<file path="config.mk">
export PLATFORM = sky130hd
export DESIGN_NAME = sliding_weighted_frame_checksum_flat
export DESIGN_NICKNAME = d
export VERILOG_FILES = /design/src/rtl/swfc_pkg.sv /design/src/rtl/swfc_in_if.sv /design/src/rtl/swfc_out_if.sv /design/src/rtl/sliding_weighted_frame_checksum.sv /design/src/rtl/swfc_cfg.sv /design/src/rtl/swfc_front.sv /design/src/rtl/swfc_queue.sv /design/src/rtl/swfc_back.sv /design/src/flat_wrapper.sv
export SDC_FILE = /design/constraint.sdc
export NUM_CORES = 2
export LEC_CHECK = 0
export ABC_AREA = 1
export BUFFER_PORTS_ARGS = -buffer_cell sky130_fd_sc_hd__clkbuf_2
export CORE_MARGIN = 1
export CORE_UTILIZATION = 64
export CTS_CLUSTER_SIZE = 28
export DETAILED_ROUTE_END_ITERATION = 6
export MAX_ROUTING_LAYER = met4
export PLACE_DENSITY = 0.82
export SLEW_MARGIN = 20
export SYNTH_ARGS = -nofsm -noshare
export SYNTH_HDL_FRONTEND = slang
export SYNTH_SLANG_ARGS = --single-unit
</file>
<file path="constraint.sdc">
create_clock -name clk_i -period 9.25 [get_ports clk_i]
set_input_delay 0.925 -clock clk_i [delete_from_list [all_inputs] [get_ports clk_i]]
set_output_delay 0.925 -clock clk_i [all_outputs]
set_load 0.01 [all_outputs]
</file>
<file path="src/rtl/swfc_pkg.sv">
`timescale 1ns / 1ps
// Shared types and constants for the sliding weighted frame checksum.
// No dependencies; the RTL files refer to it by scoped names, the testbench imports it.
package swfc_pkg;

  localparam int WINDOW_COUNT_BITS = 28;
  localparam int OFFSET_INDEX_BITS = 13;

  localparam int FRAME_BITS      = 32;
  localparam int CHECKSUM_BITS   = 32;
  localparam int READ_OFS_BITS   = 14;
  localparam int WIN_LEN_BITS    = 28;
  localparam int FIRST_OFS_BITS  = 12;
  localparam int MULT_BITS       = 32;

  localparam int APB_ADDR_BITS   = 3;
  localparam int APB_DATA_BITS   = 32;

  localparam int QUEUE_DEPTH     = 4;
  localparam int QPTR_BITS       = $clog2(QUEUE_DEPTH);
  localparam int QCNT_BITS       = $clog2(QUEUE_DEPTH + 1);

  typedef enum logic {
    REG_WINDOW_LENGTH,
    REG_FIRST_OFFSET
  } reg_idx_e;

  typedef enum logic {
    OP_FILL,
    OP_SLIDE
  } op_e;

  typedef struct packed {
    logic [WIN_LEN_BITS-1:0]   window_length;
    logic [FIRST_OFS_BITS-1:0] first_offset;
  } cfg_t;

  // One unit of work for the arithmetic side.
  typedef struct packed {
    op_e                           op;
    logic                          clear;
    logic [FRAME_BITS-1:0]         incoming;
    logic [FRAME_BITS-1:0]         outgoing;
    logic [MULT_BITS-1:0]          weight;
    logic                          emit;
    logic signed [READ_OFS_BITS-1:0] read_offset;
    logic                          last;
  } cmd_t;

  typedef struct packed {
    logic full;
    logic empty;
  } q_status_t;

endpackage

</file>
<file path="src/rtl/swfc_in_if.sv">
`timescale 1ns / 1ps
// Input channel: valid/ready handshake carrying one frame request.
// Uses swfc_pkg for field widths.
interface swfc_in_if;
  logic                                 valid;
  logic                                 ready;
  logic [swfc_pkg::FRAME_BITS-1:0]      incoming_frame;
  logic [swfc_pkg::FRAME_BITS-1:0]      outgoing_frame;
  logic                                 sweep_start;
  logic                                 sweep_end;

  modport source (output valid, incoming_frame, outgoing_frame, sweep_start, sweep_end,
                  input ready);
  modport sink (input valid, incoming_frame, outgoing_frame, sweep_start, sweep_end,
                output ready);
endinterface

</file>
<file path="src/rtl/swfc_out_if.sv">
`timescale 1ns / 1ps
// Result channel: valid/ready handshake carrying one checksum request.
// Uses swfc_pkg for field widths.
interface swfc_out_if;
  logic                                        valid;
  logic                                        ready;
  logic [swfc_pkg::CHECKSUM_BITS-1:0]          checksum;
  logic signed [swfc_pkg::READ_OFS_BITS-1:0]   read_offset;
  logic                                        last;

  modport source (output valid, checksum, read_offset, last, input ready);
  modport sink (input valid, checksum, read_offset, last, output ready);
endinterface

</file>
<file path="src/rtl/sliding_weighted_frame_checksum.sv">
`timescale 1ns / 1ps
// Top level of the sliding weighted frame checksum: register file, front end,
// command queue and arithmetic back end. Depends on swfc_pkg and both channel interfaces.
//
//   port       dir   kind            carries
//   in_i       in    valid/ready     incoming_frame, outgoing_frame, sweep_start, sweep_end
//   out_o      out   valid/ready     checksum, read_offset, last
//   psel..     in    APB             window_length (0x0), first_offset (0x4)
//
// One frame request per cycle is sustained while the queue has room; the weighted-sum
// update in the back end is the loop that sets this rate.
// A taken request passes the queue, the multiply register and the checksum register.
// Reset clears all counters and sums at once; no clearing pass is needed.
// The four-entry queue lets the input keep flowing while the result side stalls.
module sliding_weighted_frame_checksum #(
  parameter int WindowCountBits = swfc_pkg::WINDOW_COUNT_BITS,
  parameter int OffsetIndexBits = swfc_pkg::OFFSET_INDEX_BITS
) (
  input  logic                                 clk_i,
  input  logic                                 rst_ni,
  swfc_in_if.sink                              in_i,
  swfc_out_if.source                           out_o,
  input  logic                                 psel,
  input  logic                                 penable,
  input  logic                                 pwrite,
  input  logic [swfc_pkg::APB_ADDR_BITS-1:0]   paddr,
  input  logic [swfc_pkg::APB_DATA_BITS-1:0]   pwdata,
  output logic [swfc_pkg::APB_DATA_BITS-1:0]   prdata,
  output logic                                 pready
);

  swfc_pkg::cfg_t       cfg;
  swfc_pkg::cmd_t       push_cmd, head_cmd;
  swfc_pkg::q_status_t  q_status;
  logic                 q_push, q_pop;

  swfc_cfg u_cfg (
    .clk_i   (clk_i),
    .rst_ni  (rst_ni),
    .psel    (psel),
    .penable (penable),
    .pwrite  (pwrite),
    .paddr   (paddr),
    .pwdata  (pwdata),
    .prdata  (prdata),
    .pready  (pready),
    .cfg_o   (cfg)
  );

  swfc_front #(
    .WindowCountBits (WindowCountBits),
    .OffsetIndexBits (OffsetIndexBits)
  ) u_front (
    .clk_i      (clk_i),
    .rst_ni     (rst_ni),
    .in_i       (in_i),
    .cfg_i      (cfg),
    .q_status_i (q_status),
    .push_o     (q_push),
    .cmd_o      (push_cmd)
  );

  swfc_queue u_queue (
    .clk_i      (clk_i),
    .rst_ni     (rst_ni),
    .push_i     (q_push),
    .push_cmd_i (push_cmd),
    .pop_i      (q_pop),
    .head_o     (head_cmd),
    .status_o   (q_status)
  );

  swfc_back u_back (
    .clk_i      (clk_i),
    .rst_ni     (rst_ni),
    .head_i     (head_cmd),
    .q_status_i (q_status),
    .pop_o      (q_pop),
    .out_o      (out_o)
  );

`ifndef ASSERT_OFF
  a_no_push_when_full: assert property (@(posedge clk_i) disable iff (!rst_ni)
    q_push |-> !q_status.full)
    else $error("command pushed into a full queue");

  a_no_pop_when_empty: assert property (@(posedge clk_i) disable iff (!rst_ni)
    q_pop |-> !q_status.empty)
    else $error("command popped from an empty queue");

  a_empty_after_drain: assert property (@(posedge clk_i) disable iff (!rst_ni)
    (q_status.empty && !q_push) |=> q_status.empty)
    else $error("queue filled without a push");
`endif

endmodule

</file>
<file path="src/rtl/swfc_cfg.sv">
`timescale 1ns / 1ps
// APB-style register file: window length and first read offset.
// Depends on swfc_pkg.
module swfc_cfg (
  input  logic                                 clk_i,
  input  logic                                 rst_ni,
  input  logic                                 psel,
  input  logic                                 penable,
  input  logic                                 pwrite,
  input  logic [swfc_pkg::APB_ADDR_BITS-1:0]   paddr,
  input  logic [swfc_pkg::APB_DATA_BITS-1:0]   pwdata,
  output logic [swfc_pkg::APB_DATA_BITS-1:0]   prdata,
  output logic                                 pready,
  output swfc_pkg::cfg_t                       cfg_o
);

  logic [swfc_pkg::WIN_LEN_BITS-1:0]   window_length_q, window_length_d;
  logic [swfc_pkg::FIRST_OFS_BITS-1:0] first_offset_q, first_offset_d;
  swfc_pkg::reg_idx_e                  reg_idx;
  logic                                wr_en;

  assign pready  = 1'b1;
  assign reg_idx = swfc_pkg::reg_idx_e'(paddr[2]);
  assign wr_en   = psel & penable & pwrite;

  always_comb begin
    window_length_d = window_length_q;
    first_offset_d  = first_offset_q;
    prdata          = '0;
    unique case (reg_idx)
      swfc_pkg::REG_WINDOW_LENGTH: begin
        prdata = swfc_pkg::APB_DATA_BITS'(window_length_q);
        if (wr_en) begin
          window_length_d = pwdata[swfc_pkg::WIN_LEN_BITS-1:0];
        end
      end
      swfc_pkg::REG_FIRST_OFFSET: begin
        prdata = swfc_pkg::APB_DATA_BITS'(first_offset_q);
        if (wr_en) begin
          first_offset_d = pwdata[swfc_pkg::FIRST_OFS_BITS-1:0];
        end
      end
      default: begin
        prdata = '0;
      end
    endcase
  end

  always_ff @(posedge clk_i or negedge rst_ni) begin
    if (!rst_ni) begin
      window_length_q <= swfc_pkg::WIN_LEN_BITS'(1);
      first_offset_q  <= '0;
    end else begin
      window_length_q <= window_length_d;
      first_offset_q  <= first_offset_d;
    end
  end

  assign cfg_o.window_length = window_length_q;
  assign cfg_o.first_offset  = first_offset_q;

endmodule

</file>
<file path="src/rtl/swfc_front.sv">
`timescale 1ns / 1ps
// Front end: accepts frame requests, tracks sweep, fill and offset counters,
// and turns each request into a fill or slide command. Depends on swfc_pkg.
module swfc_front #(
  parameter int WindowCountBits = swfc_pkg::WINDOW_COUNT_BITS,
  parameter int OffsetIndexBits = swfc_pkg::OFFSET_INDEX_BITS
) (
  input  logic                  clk_i,
  input  logic                  rst_ni,
  swfc_in_if.sink               in_i,
  input  swfc_pkg::cfg_t        cfg_i,
  input  swfc_pkg::q_status_t   q_status_i,
  output logic                  push_o,
  output swfc_pkg::cmd_t        cmd_o
);

  logic [WindowCountBits-1:0] len_m, len_eff;
  logic [WindowCountBits-1:0] fill_q, fill_d, fill_cur, fill_inc, fill_next;
  logic [OffsetIndexBits-1:0] oi_q, oi_d, oi_cur, oi_next;
  logic                       active_q, active_d, active_cur;
  logic                       accept, is_fill, emit;
  logic signed [swfc_pkg::READ_OFS_BITS-1:0] base_ofs;

  assign in_i.ready = ~q_status_i.full;
  assign accept     = in_i.valid & ~q_status_i.full;

  always_comb begin
    len_m      = WindowCountBits'(cfg_i.window_length);
    len_eff    = (len_m == '0) ? WindowCountBits'(1) : len_m;
    active_cur = in_i.sweep_start | active_q;
    fill_cur   = in_i.sweep_start ? '0 : fill_q;
    oi_cur     = in_i.sweep_start ? '0 : oi_q;
    fill_inc   = fill_cur + WindowCountBits'(1);
    is_fill    = fill_cur < len_eff;
    base_ofs   = {{(swfc_pkg::READ_OFS_BITS - swfc_pkg::FIRST_OFS_BITS)
                   {cfg_i.first_offset[swfc_pkg::FIRST_OFS_BITS-1]}},
                  cfg_i.first_offset};

    cmd_o          = '0;
    cmd_o.clear    = in_i.sweep_start;
    cmd_o.incoming = in_i.incoming_frame;
    cmd_o.outgoing = in_i.outgoing_frame;
    if (is_fill) begin
      fill_next    = fill_inc;
      oi_next      = oi_cur;
      emit         = (fill_inc == len_eff);
      cmd_o.op     = swfc_pkg::OP_FILL;
      cmd_o.weight = swfc_pkg::MULT_BITS'(fill_inc);
    end else begin
      fill_next    = fill_cur;
      oi_next      = oi_cur + OffsetIndexBits'(1);
      emit         = 1'b1;
      cmd_o.op     = swfc_pkg::OP_SLIDE;
      cmd_o.weight = swfc_pkg::MULT_BITS'(len_eff);
    end
    cmd_o.emit        = emit;
    cmd_o.last        = emit & in_i.sweep_end;
    cmd_o.read_offset = base_ofs + swfc_pkg::READ_OFS_BITS'(oi_next);

    // Drop requests that arrive outside a sweep.
    push_o   = accept & active_cur;
    fill_d   = fill_q;
    oi_d     = oi_q;
    active_d = active_q;
    if (push_o) begin
      fill_d   = fill_next;
      oi_d     = oi_next;
      active_d = ~(emit & in_i.sweep_end);
    end
  end

  always_ff @(posedge clk_i or negedge rst_ni) begin
    if (!rst_ni) begin
      fill_q   <= '0;
      oi_q     <= '0;
      active_q <= 1'b0;
    end else begin
      fill_q   <= fill_d;
      oi_q     <= oi_d;
      active_q <= active_d;
    end
  end

endmodule

</file>
<file path="src/rtl/swfc_queue.sv">
`timescale 1ns / 1ps
// Short command queue between the front end and the arithmetic back end.
// Depends on swfc_pkg.
module swfc_queue (
  input  logic                  clk_i,
  input  logic                  rst_ni,
  input  logic                  push_i,
  input  swfc_pkg::cmd_t        push_cmd_i,
  input  logic                  pop_i,
  output swfc_pkg::cmd_t        head_o,
  output swfc_pkg::q_status_t   status_o
);

  swfc_pkg::cmd_t                   mem_q [swfc_pkg::QUEUE_DEPTH];
  logic [swfc_pkg::QPTR_BITS-1:0]   wr_ptr_q, wr_ptr_d, rd_ptr_q, rd_ptr_d;
  logic [swfc_pkg::QCNT_BITS-1:0]   count_q, count_d;

  localparam logic [swfc_pkg::QPTR_BITS-1:0] LastPtr =
    swfc_pkg::QPTR_BITS'(swfc_pkg::QUEUE_DEPTH - 1);

  assign head_o         = mem_q[rd_ptr_q];
  assign status_o.full  = (count_q == swfc_pkg::QCNT_BITS'(swfc_pkg::QUEUE_DEPTH));
  assign status_o.empty = (count_q == '0);

  always_comb begin
    wr_ptr_d = wr_ptr_q;
    rd_ptr_d = rd_ptr_q;
    count_d  = count_q;
    if (push_i) begin
      wr_ptr_d = (wr_ptr_q == LastPtr) ? '0 : wr_ptr_q + swfc_pkg::QPTR_BITS'(1);
    end
    if (pop_i) begin
      rd_ptr_d = (rd_ptr_q == LastPtr) ? '0 : rd_ptr_q + swfc_pkg::QPTR_BITS'(1);
    end
    if (push_i && !pop_i) begin
      count_d = count_q + swfc_pkg::QCNT_BITS'(1);
    end else if (pop_i && !push_i) begin
      count_d = count_q - swfc_pkg::QCNT_BITS'(1);
    end
  end

  always_ff @(posedge clk_i or negedge rst_ni) begin
    if (!rst_ni) begin
      wr_ptr_q <= '0;
      rd_ptr_q <= '0;
      count_q  <= '0;
    end else begin
      wr_ptr_q <= wr_ptr_d;
      rd_ptr_q <= rd_ptr_d;
      count_q  <= count_d;
    end
  end

  always_ff @(posedge clk_i) begin
    if (push_i) begin
      mem_q[wr_ptr_q] <= push_cmd_i;
    end
  end

endmodule

</file>
<file path="src/rtl/swfc_back.sv">
`timescale 1ns / 1ps
// Back end: multiplies the entering frame by its weight, then updates the
// running and weighted sums and registers the checksum request. Depends on swfc_pkg.
module swfc_back (
  input  logic                  clk_i,
  input  logic                  rst_ni,
  input  swfc_pkg::cmd_t        head_i,
  input  swfc_pkg::q_status_t   q_status_i,
  output logic                  pop_o,
  swfc_out_if.source            out_o
);

  logic                                s1_valid_q, s1_valid_d;
  swfc_pkg::cmd_t                      s1_cmd_q;
  logic [swfc_pkg::FRAME_BITS-1:0]     s1_prod_q;
  logic [swfc_pkg::CHECKSUM_BITS-1:0]  run_q, run_d, wsum_q, wsum_d;
  logic                                out_valid_q, out_valid_d;
  logic [swfc_pkg::CHECKSUM_BITS-1:0]  checksum_q;
  logic signed [swfc_pkg::READ_OFS_BITS-1:0] read_offset_q;
  logic                                last_q;
  logic                                out_free, s1_adv;

  assign out_free = ~out_valid_q | out_o.ready;
  assign s1_adv   = s1_valid_q & (~s1_cmd_q.emit | out_free);
  assign pop_o    = ~q_status_i.empty & (~s1_valid_q | s1_adv);

  always_comb begin
    s1_valid_d = s1_valid_q;
    if (pop_o) begin
      s1_valid_d = 1'b1;
    end else if (s1_adv) begin
      s1_valid_d = 1'b0;
    end

    run_d  = run_q;
    wsum_d = wsum_q;
    unique case (s1_cmd_q.op)
      swfc_pkg::OP_FILL: begin
        if (s1_cmd_q.clear) begin
          run_d  = s1_cmd_q.incoming;
          wsum_d = s1_prod_q;
        end else begin
          run_d  = run_q + s1_cmd_q.incoming;
          wsum_d = wsum_q + s1_prod_q;
        end
      end
      swfc_pkg::OP_SLIDE: begin
        wsum_d = wsum_q - run_q + s1_prod_q;
        run_d  = run_q - s1_cmd_q.outgoing + s1_cmd_q.incoming;
      end
      default: begin
        run_d  = run_q;
        wsum_d = wsum_q;
      end
    endcase

    out_valid_d = out_valid_q;
    if (s1_adv && s1_cmd_q.emit) begin
      out_valid_d = 1'b1;
    end else if (out_o.ready) begin
      out_valid_d = 1'b0;
    end
  end

  always_ff @(posedge clk_i or negedge rst_ni) begin
    if (!rst_ni) begin
      s1_valid_q  <= 1'b0;
      out_valid_q <= 1'b0;
      run_q       <= '0;
      wsum_q      <= '0;
    end else begin
      s1_valid_q  <= s1_valid_d;
      out_valid_q <= out_valid_d;
      if (s1_adv) begin
        run_q  <= run_d;
        wsum_q <= wsum_d;
      end
    end
  end

  always_ff @(posedge clk_i) begin
    if (pop_o) begin
      s1_cmd_q  <= head_i;
      s1_prod_q <= head_i.incoming * head_i.weight;
    end
    if (s1_adv && s1_cmd_q.emit) begin
      checksum_q    <= wsum_d;
      read_offset_q <= s1_cmd_q.read_offset;
      last_q        <= s1_cmd_q.last;
    end
  end

  assign out_o.valid       = out_valid_q;
  assign out_o.checksum    = checksum_q;
  assign out_o.read_offset = read_offset_q;
  assign out_o.last        = last_q;

endmodule

</file>
<file path="src/flat_wrapper.sv">
// flat-port wrapper written by rule: the top's interface ports become plain ports
module sliding_weighted_frame_checksum_flat 
#(
  parameter int WindowCountBits = swfc_pkg::WINDOW_COUNT_BITS,
  parameter int OffsetIndexBits = swfc_pkg::OFFSET_INDEX_BITS
)
  (clk_i, rst_ni, psel, penable, pwrite, paddr, pwdata, prdata, pready, in_i_valid, in_i_incoming_frame, in_i_outgoing_frame, in_i_sweep_start, in_i_sweep_end, in_i_ready, out_o_valid, out_o_checksum, out_o_read_offset, out_o_last, out_o_ready);
  swfc_in_if in_i_i ();
  swfc_out_if out_o_i ();
  input  logic clk_i;
  input  logic rst_ni;
  input  logic psel;
  input  logic penable;
  input  logic pwrite;
  input  logic [swfc_pkg::APB_ADDR_BITS-1:0] paddr;
  input  logic [swfc_pkg::APB_DATA_BITS-1:0] pwdata;
  output logic [swfc_pkg::APB_DATA_BITS-1:0] prdata;
  output logic pready;
  input wire logic [$bits(in_i_i.valid)-1:0] in_i_valid;
  input wire logic [$bits(in_i_i.incoming_frame)-1:0] in_i_incoming_frame;
  input wire logic [$bits(in_i_i.outgoing_frame)-1:0] in_i_outgoing_frame;
  input wire logic [$bits(in_i_i.sweep_start)-1:0] in_i_sweep_start;
  input wire logic [$bits(in_i_i.sweep_end)-1:0] in_i_sweep_end;
  output wire logic [$bits(in_i_i.ready)-1:0] in_i_ready;
  output wire logic [$bits(out_o_i.valid)-1:0] out_o_valid;
  output wire logic [$bits(out_o_i.checksum)-1:0] out_o_checksum;
  output wire logic [$bits(out_o_i.read_offset)-1:0] out_o_read_offset;
  output wire logic [$bits(out_o_i.last)-1:0] out_o_last;
  input wire logic [$bits(out_o_i.ready)-1:0] out_o_ready;
  assign in_i_i.valid = in_i_valid;
  assign in_i_i.incoming_frame = in_i_incoming_frame;
  assign in_i_i.outgoing_frame = in_i_outgoing_frame;
  assign in_i_i.sweep_start = in_i_sweep_start;
  assign in_i_i.sweep_end = in_i_sweep_end;
  assign in_i_ready = in_i_i.ready;
  assign out_o_valid = out_o_i.valid;
  assign out_o_checksum = out_o_i.checksum;
  assign out_o_read_offset = out_o_i.read_offset;
  assign out_o_last = out_o_i.last;
  assign out_o_i.ready = out_o_ready;
  sliding_weighted_frame_checksum #(.WindowCountBits(WindowCountBits), .OffsetIndexBits(OffsetIndexBits)) u_core (.clk_i(clk_i), .rst_ni(rst_ni), .in_i(in_i_i), .out_o(out_o_i), .psel(psel), .penable(penable), .pwrite(pwrite), .paddr(paddr), .pwdata(pwdata), .prdata(prdata), .pready(pready));
endmodule
</file>
After elaboration in Yosys (flattened, before gate mapping)

Memories as Yosys holds them, arrays and structs flattened.
Index checks and enable logic that the tools add are counted.

Add/subtract/negate cells: 13
$mul: 1
Magnitude comparators: 1
Equal/unequal tests: 4
Mux-type cells: 23
Bitwise logic cells: 19
Reduce and logical (&&, ||, !) cells: 12

Operators with widths:

| kind                                          | count |
|---|---|
| case mux 32 bit (2 select lines)              | 3 |
| adder 32 bit                                  | 4 |
| two-way mux 28 bit                            | 4 |
| two-way mux 32 bit                            | 2 |
| subtractor 32 bit                             | 2 |
| multiplier 32 x 32 -> 32 bit                  | 1 |
| adder 28 x 1 -> 28 bit, second input constant | 1 |
| equality test 28 bit                          | 1 |
| zero test 28 bit                              | 1 |
| < comparator 28 bit                           | 1 |
| two-way mux 13 bit                            | 2 |
| adder 14 x 13 -> 14 bit                       | 1 |
| adder 13 x 1 -> 13 bit, second input constant | 1 |
| two-way mux 1 bit                             | 8 |
| NOT 1 bit                                     | 8 |
| AND 1 bit                                     | 7 |
| two-way mux 3 bit                             | 2 |
| nonzero test 2 bit                            | 3 |
| adder 2 x 1 -> 2 bit, second input constant   | 2 |
| equality test 2 bit, second input constant    | 2 |
| two-way mux 2 bit                             | 2 |
| OR 1 bit                                      | 4 |
| AND reduction 2 bit                           | 2 |
| adder 3 x 1 -> 3 bit, second input constant   | 1 |
| 5 further kinds                               | 8 |

Bits in registers: 316
RAM bits: 440
Output and inout bits: 82
Word-level logic and storage cells: 97
Memories: 1

Memories:

| memory               | depth | bits a word | read ports | clocked after Yosys merged registers in | write ports | line             | text |
|---|---|---|---|---|---|---|---|
| u_core.u_queue.mem_q | 4     | 110         | 1          | 0                                       | 1           | swfc_queue.sv:14 | `swfc_pkg::cmd_t mem_q [swfc_pkg::QUEUE_DEPTH];` |

Depth between registers and ports, before layout

Depth in word-level cells: 9
Depth in mapped cells: 41
Depth with buffers taken out: 36

Modules after synthesis

A second synthesis with hierarchy kept.

Cells, all modules: 7310
Area total of the unflattened synthesis: 61677.9 sq um

Modules (own cells, without submodules):

| module     | times used | cells each | area an instance (sq um) | seq. area each (sq um) |
|---|---|---|---|---|
| swfc_back  | 1          | 4667       | 35027.3                  | 6486.2 |
| swfc_queue | 1          | 1382       | 18544.0                  | 13868.3 |
| swfc_front | 1          | 1004       | 6147.1                   | 1051.0 |
| swfc_cfg   | 1          | 257        | 1959.4                   | 1002.2 |

Least setup slack after synthesis

No wires, ideal clock.

Kind: reg2reg
Start point: register u_core.u_queue.rd_ptr_q[0] (netlist bit)
End point: register u_core.u_back.s1_prod_q[31] (netlist bit) (data pin)
Library setup time: 0.249 ns
Arrival: 7.168 ns
Required time: 9.001 ns
Path slack: 1.832 ns
Cell stages (with the launch flop): 39
Path buffers: 5
Period minus slack after synthesis: 7.418 ns
Cells stage by stage: dfrtp_1 buf_6 inv_6 buf_6 buf_2 nand2_1 o211ai_1 nand2_1 clkbuf_1 inv_1 clkbuf_1 nor2_1 fa_1 inv_1 fa_1 fa_1 inv_1 fa_1 [3 not listed] inv_1 fa_1 inv_1 fa_1 inv_1 ha_1 nand2_1 inv_1 a221oi_1 o21ai_0 nor2_1 inv_1 nand2_1 nand2_1 inv_1 nand3_1 nand2_1 inv_1

RTL lines:

| what                   | line             | text |
|---|---|---|
| start, declared        | swfc_queue.sv:15 | `logic [swfc_pkg::QPTR_BITS-1:0] wr_ptr_q, wr_ptr_d, rd_ptr_q, rd_ptr_d;` |
| start signal, assigned | swfc_queue.sv:49 | `rd_ptr_q <= rd_ptr_d;` |
| end signal, assigned   | swfc_back.sv:84  | `s1_prod_q <= head_i.incoming * head_i.weight;` |
| end, declared          | swfc_back.sv:15  | `logic [swfc_pkg::FRAME_BITS-1:0] s1_prod_q;` |

Worst setup path in the final report

Start point: register u_core.u_queue.rd_ptr_q[0] (netlist bit)
End point: register u_core.u_back.s1_prod_q[31] (netlist bit) (data pin)

Cells in the longest elaborated chain, start to end: 2

Ends and longest elaborated chain:

| what                         | line |
|---|---|
| memory (4 x 110 bit)         | - |
| multiplier 32 x 32 -> 32 bit | swfc_back.sv:84 |

No other way between the ends.
A chain may end at the register's enable or synchronous reset.

==> impl_metrics.toml <==
[global_routing]
grtUsageTotal_pct = 38.3
antenna_found_initial = 7
gr-total-overflow = 0
grt_max_degree = 169
grt_pass1_vias = 45407
grt_pass1_wl_mm = 256

[logic_synthesis]
synth_xor_area_share_pct = 1.72
synth_ff_type = "edfxtp_1"
syn_area_per_cell_um2 = 8.75
async_flop_share_pct = 20.5
synth-edff-count = 601
synth-simple-area-share_pct = 18.6
synth_cell_types = 64
muxShareOfSynthArea_pct = 0
synth-seq-area-share_pct = 38.0
synth_fa_ha_area_share_pct = 22.8
netlist_area_um2 = 57700
synth-seq-cells = 756
synth_top_family_by_area = "adder cells"
synthCells = 6588
ys_warn_count = 0
synth-compound-area-share_pct = 9.71

[floorplanning]
die_area_um2 = 91300
start_util_pct = 64.9
die_w_um = 302
die_y_um = 302
ioPinCount = 190
num_rows = 109
core-area_um2 = 88800

[timing]
hold_violations = 0
relSlewSlack_pct = 28.1
final_max_slew_viol_count = 0
rsz0062_at_grt = "false"
clock_skew_ns = 0.0636
setup_viol = 0
setup_tns_ns = 0
fin_crit_ns = 8.92
post-route-period-util_pct = 96.4
worst_pin_slew_ns = 1.07
max_freq_mhz = 112

[worst_setup_path]
end_kind = "flip-flop"
worstPathMaxFanout = 168
cp.arrival_ns = 9.37
worstPathRequired_ns = 9.69
r2r_slack_ns = 0.33
start_kind = "flip-flop"
crit_path_max_incr_delay_ns = 0.59
crit_type = "flip-flop to flip-flop"
path_common_cell = "nand2_1"
slowest_stage = "fa_1"

[finish]
drive_gt1_share_pct = 7.31
nFillCells = 6734
final_net_count = 7590
regArea_um2 = 21900
multi_input_area_um2 = 30500
areaGrowthSynthToFinish_pct = 8.49

[placement]
port_buffers = 178
hpwlAfterDp_mm = 127
gp_congestion = 1.04

[clocking]
root_buffer = "clkbuf_16"
post_cts_buffers = 0
clock_latency_ns = 0.69
numCtsBuffers = 82
cts-htree-levels = 3
path_clk_slew_ns = 0.06
tritoncts = "done"
clock-sinks = 756
cts_resized = 0
cts_buffer_depth = 3
cts_hold_buf = 0

[worst_hold_path]
hp-class = "primary input to async pin"

[routing]
wire_per_inst_um = 21.0
first_pass_iters = 7
vias = 46453
routed_wl_mm = 167
vias_per_cell = 5.84
drc_errors = 0
dr.first_iter.drc_count = 4222
antenna_left = 0

[job]
max_cap_violations = 0

[outcome]
status = "complete, no violations"
## through the flow
| stage | cell area, µm² | cells | hold slack, ns | setup WS (ns) | util [%] |
|---|---|---|---|---|---|
| after floorplan | 57700 | 6591 | 0.400 | 1.83 | - |
| after detailed placement | 59600 | 7794 | 0.405 | 0.501 | 67.2 |
| after global routing | 62600 | 7954 | 0.397 | 0.00698 | 70.5 |
| after global placement | 59600 | 7794 | 0.403 | 0.740 | 67.2 |
| after CTS | 62500 | 7947 | 0.338 | 0.458 | 70.4 |
| final | 62600 | 7955 | 0.331 | 0.329 | 70.5 |
## flip-flops by register name (all words and copies together) (netlist names), 3 cells and up
register	count
u_core.u_back.wsum_q	32
u_core.u_back.s1_prod_q	32
u_core.u_back.out_o.read_offset	14
u_core.u_back.run_q	32
u_core.u_front.fill_q	28
u_core.u_queue.mem_q	440
u_core.u_front.oi_q	13
u_core.u_cfg.window_length_q	28
u_core.u_cfg.first_offset_q	12
u_core.u_back.out_o.checksum	32
u_core.u_queue.count_q	3
u_core.u_back.s1_cmd_q	82
## layout make-up
cell class                 instances  share of cell area, %
multi-input combinational       4493                   48.8
sequential                       756                   35.1
inverter                        1125                   6.78
clock buffer                     102                   3.61
timing repair buffer             255                   2.40
tap                             1165                   2.33
clock inverter                    51                   1.02
antenna                            8                 0.0320
## cells in the mapped netlist, types with 4 or more instances
master,count,area [µm²]
buf_6,14,158
nand2_2,26,163
a32oi_2,4,65.1
a32oi_1,4,35.0
o21ai_2,5,43.8
a21boi_0,9,67.6
nand2_1,1403,5270
a31oi_1,35,219
nor2_2,15,93.8
o21a_1,7,52.6
inv_1,1107,4160
a21o_1,28,210
ha_1,299,3740
o21ai_1,13,65.1
nor2_1,725,2720
a221oi_1,11,96.3
inv_2,10,37.5
buf_2,32,160
o221ai_1,4,35.0
edfxtp_1,601,18000
a21oi_1,295,1480
o21ai_0,458,2290
a211oi_1,8,60.1
dfrtp_1,154,3850
nor3_1,30,150
xor2_1,73,639
nand3b_1,19,143
buf_4,16,120
o22ai_1,57,357
o21bai_1,23,173
clkinv_1,7,26.3
nor2_4,14,158
nand4_1,43,269
xnor2_1,40,350
fa_1,470,9410
or2_2,6,37.5
nand3_1,288,1440
buf_1,17,63.8
nor4_1,18,113
clkbuf_1,136,510
o211ai_1,25,188
## critical path: cells and delay by family (launching register included)
family	cells	cell delay, ns
buffers and inverters	7	1.21
adder cells (fa/ha/maj)	9	4.45
flip-flops	1	0.46
AND/OR/NAND/NOR	12	1.89
AO/OA/AOI/OAI	3	0.53
## kinds of logic (layout without fill, tap and decap cells)
group	after synthesis	after routing
AO/OA/AOI/OAI	1004	1004
XOR/XNOR	113	113
adder cells (fa/ha/maj)	769	769
buffers and inverters	1342	1533
flip-flops	756	756
other	2	13
AND/OR/NAND/NOR	2602	2602
## cell usage in the layout, fill, tap and decap left out, drive strengths merged, types with 35 or more instances in the layout
| cell type | count |
|---|---|
| nand3 | 288 |
| buf | 78 |
| nand2 | 1432 |
| a21oi | 295 |
| o21ai | 476 |
| fa | 470 |
| nor2 | 757 |
| xor2 | 73 |
| ha | 299 |
| clkbuf | 279 |
| a31oi | 35 |
| edfxtp | 601 |
| o22ai | 57 |
| inv | 1125 |
| xnor2 | 40 |
| dfrtp | 154 |
| nand4 | 43 |
## worst paths after layout
path                                                 start                                 end  cells past startpoint
worst max-delay path            u_core.u_queue.rd_ptr_q[0]         u_core.u_back.s1_prod_q[31]                     31
worst min-delay path                                rst_ni           u_core.u_front.fill_q[19]                      1
worst max register to register  u_core.u_queue.rd_ptr_q[0]         u_core.u_back.s1_prod_q[31]                     31
worst min register to register   u_core.u_back.s1_cmd_q[7]  u_core.u_back.out_o.read_offset[6]                      0
max in group asynchronous                           rst_ni            u_core.u_back.wsum_q[26]                      2
min in group clk_i               u_core.u_back.s1_cmd_q[7]  u_core.u_back.out_o.read_offset[6]                      0
## routing by layer
metal / vias up / part of all wire [%] / global-route usage, % / wire, µm
met5: - / 0 / - / 0
met1: 22276 / 39 / 48.6 / 64800
li1: 21495 / - / - / -
met3: 426 / 9.2 / 6.81 / 15400
met2: 2256 / 47 / 60.5 / 78500
met4: 0 / 4.9 / 16.4 / 8220
Power is left out: the tool's default activity adds up to more than one toggle a clock period on the data nets, which glitch-free logic cannot reach.
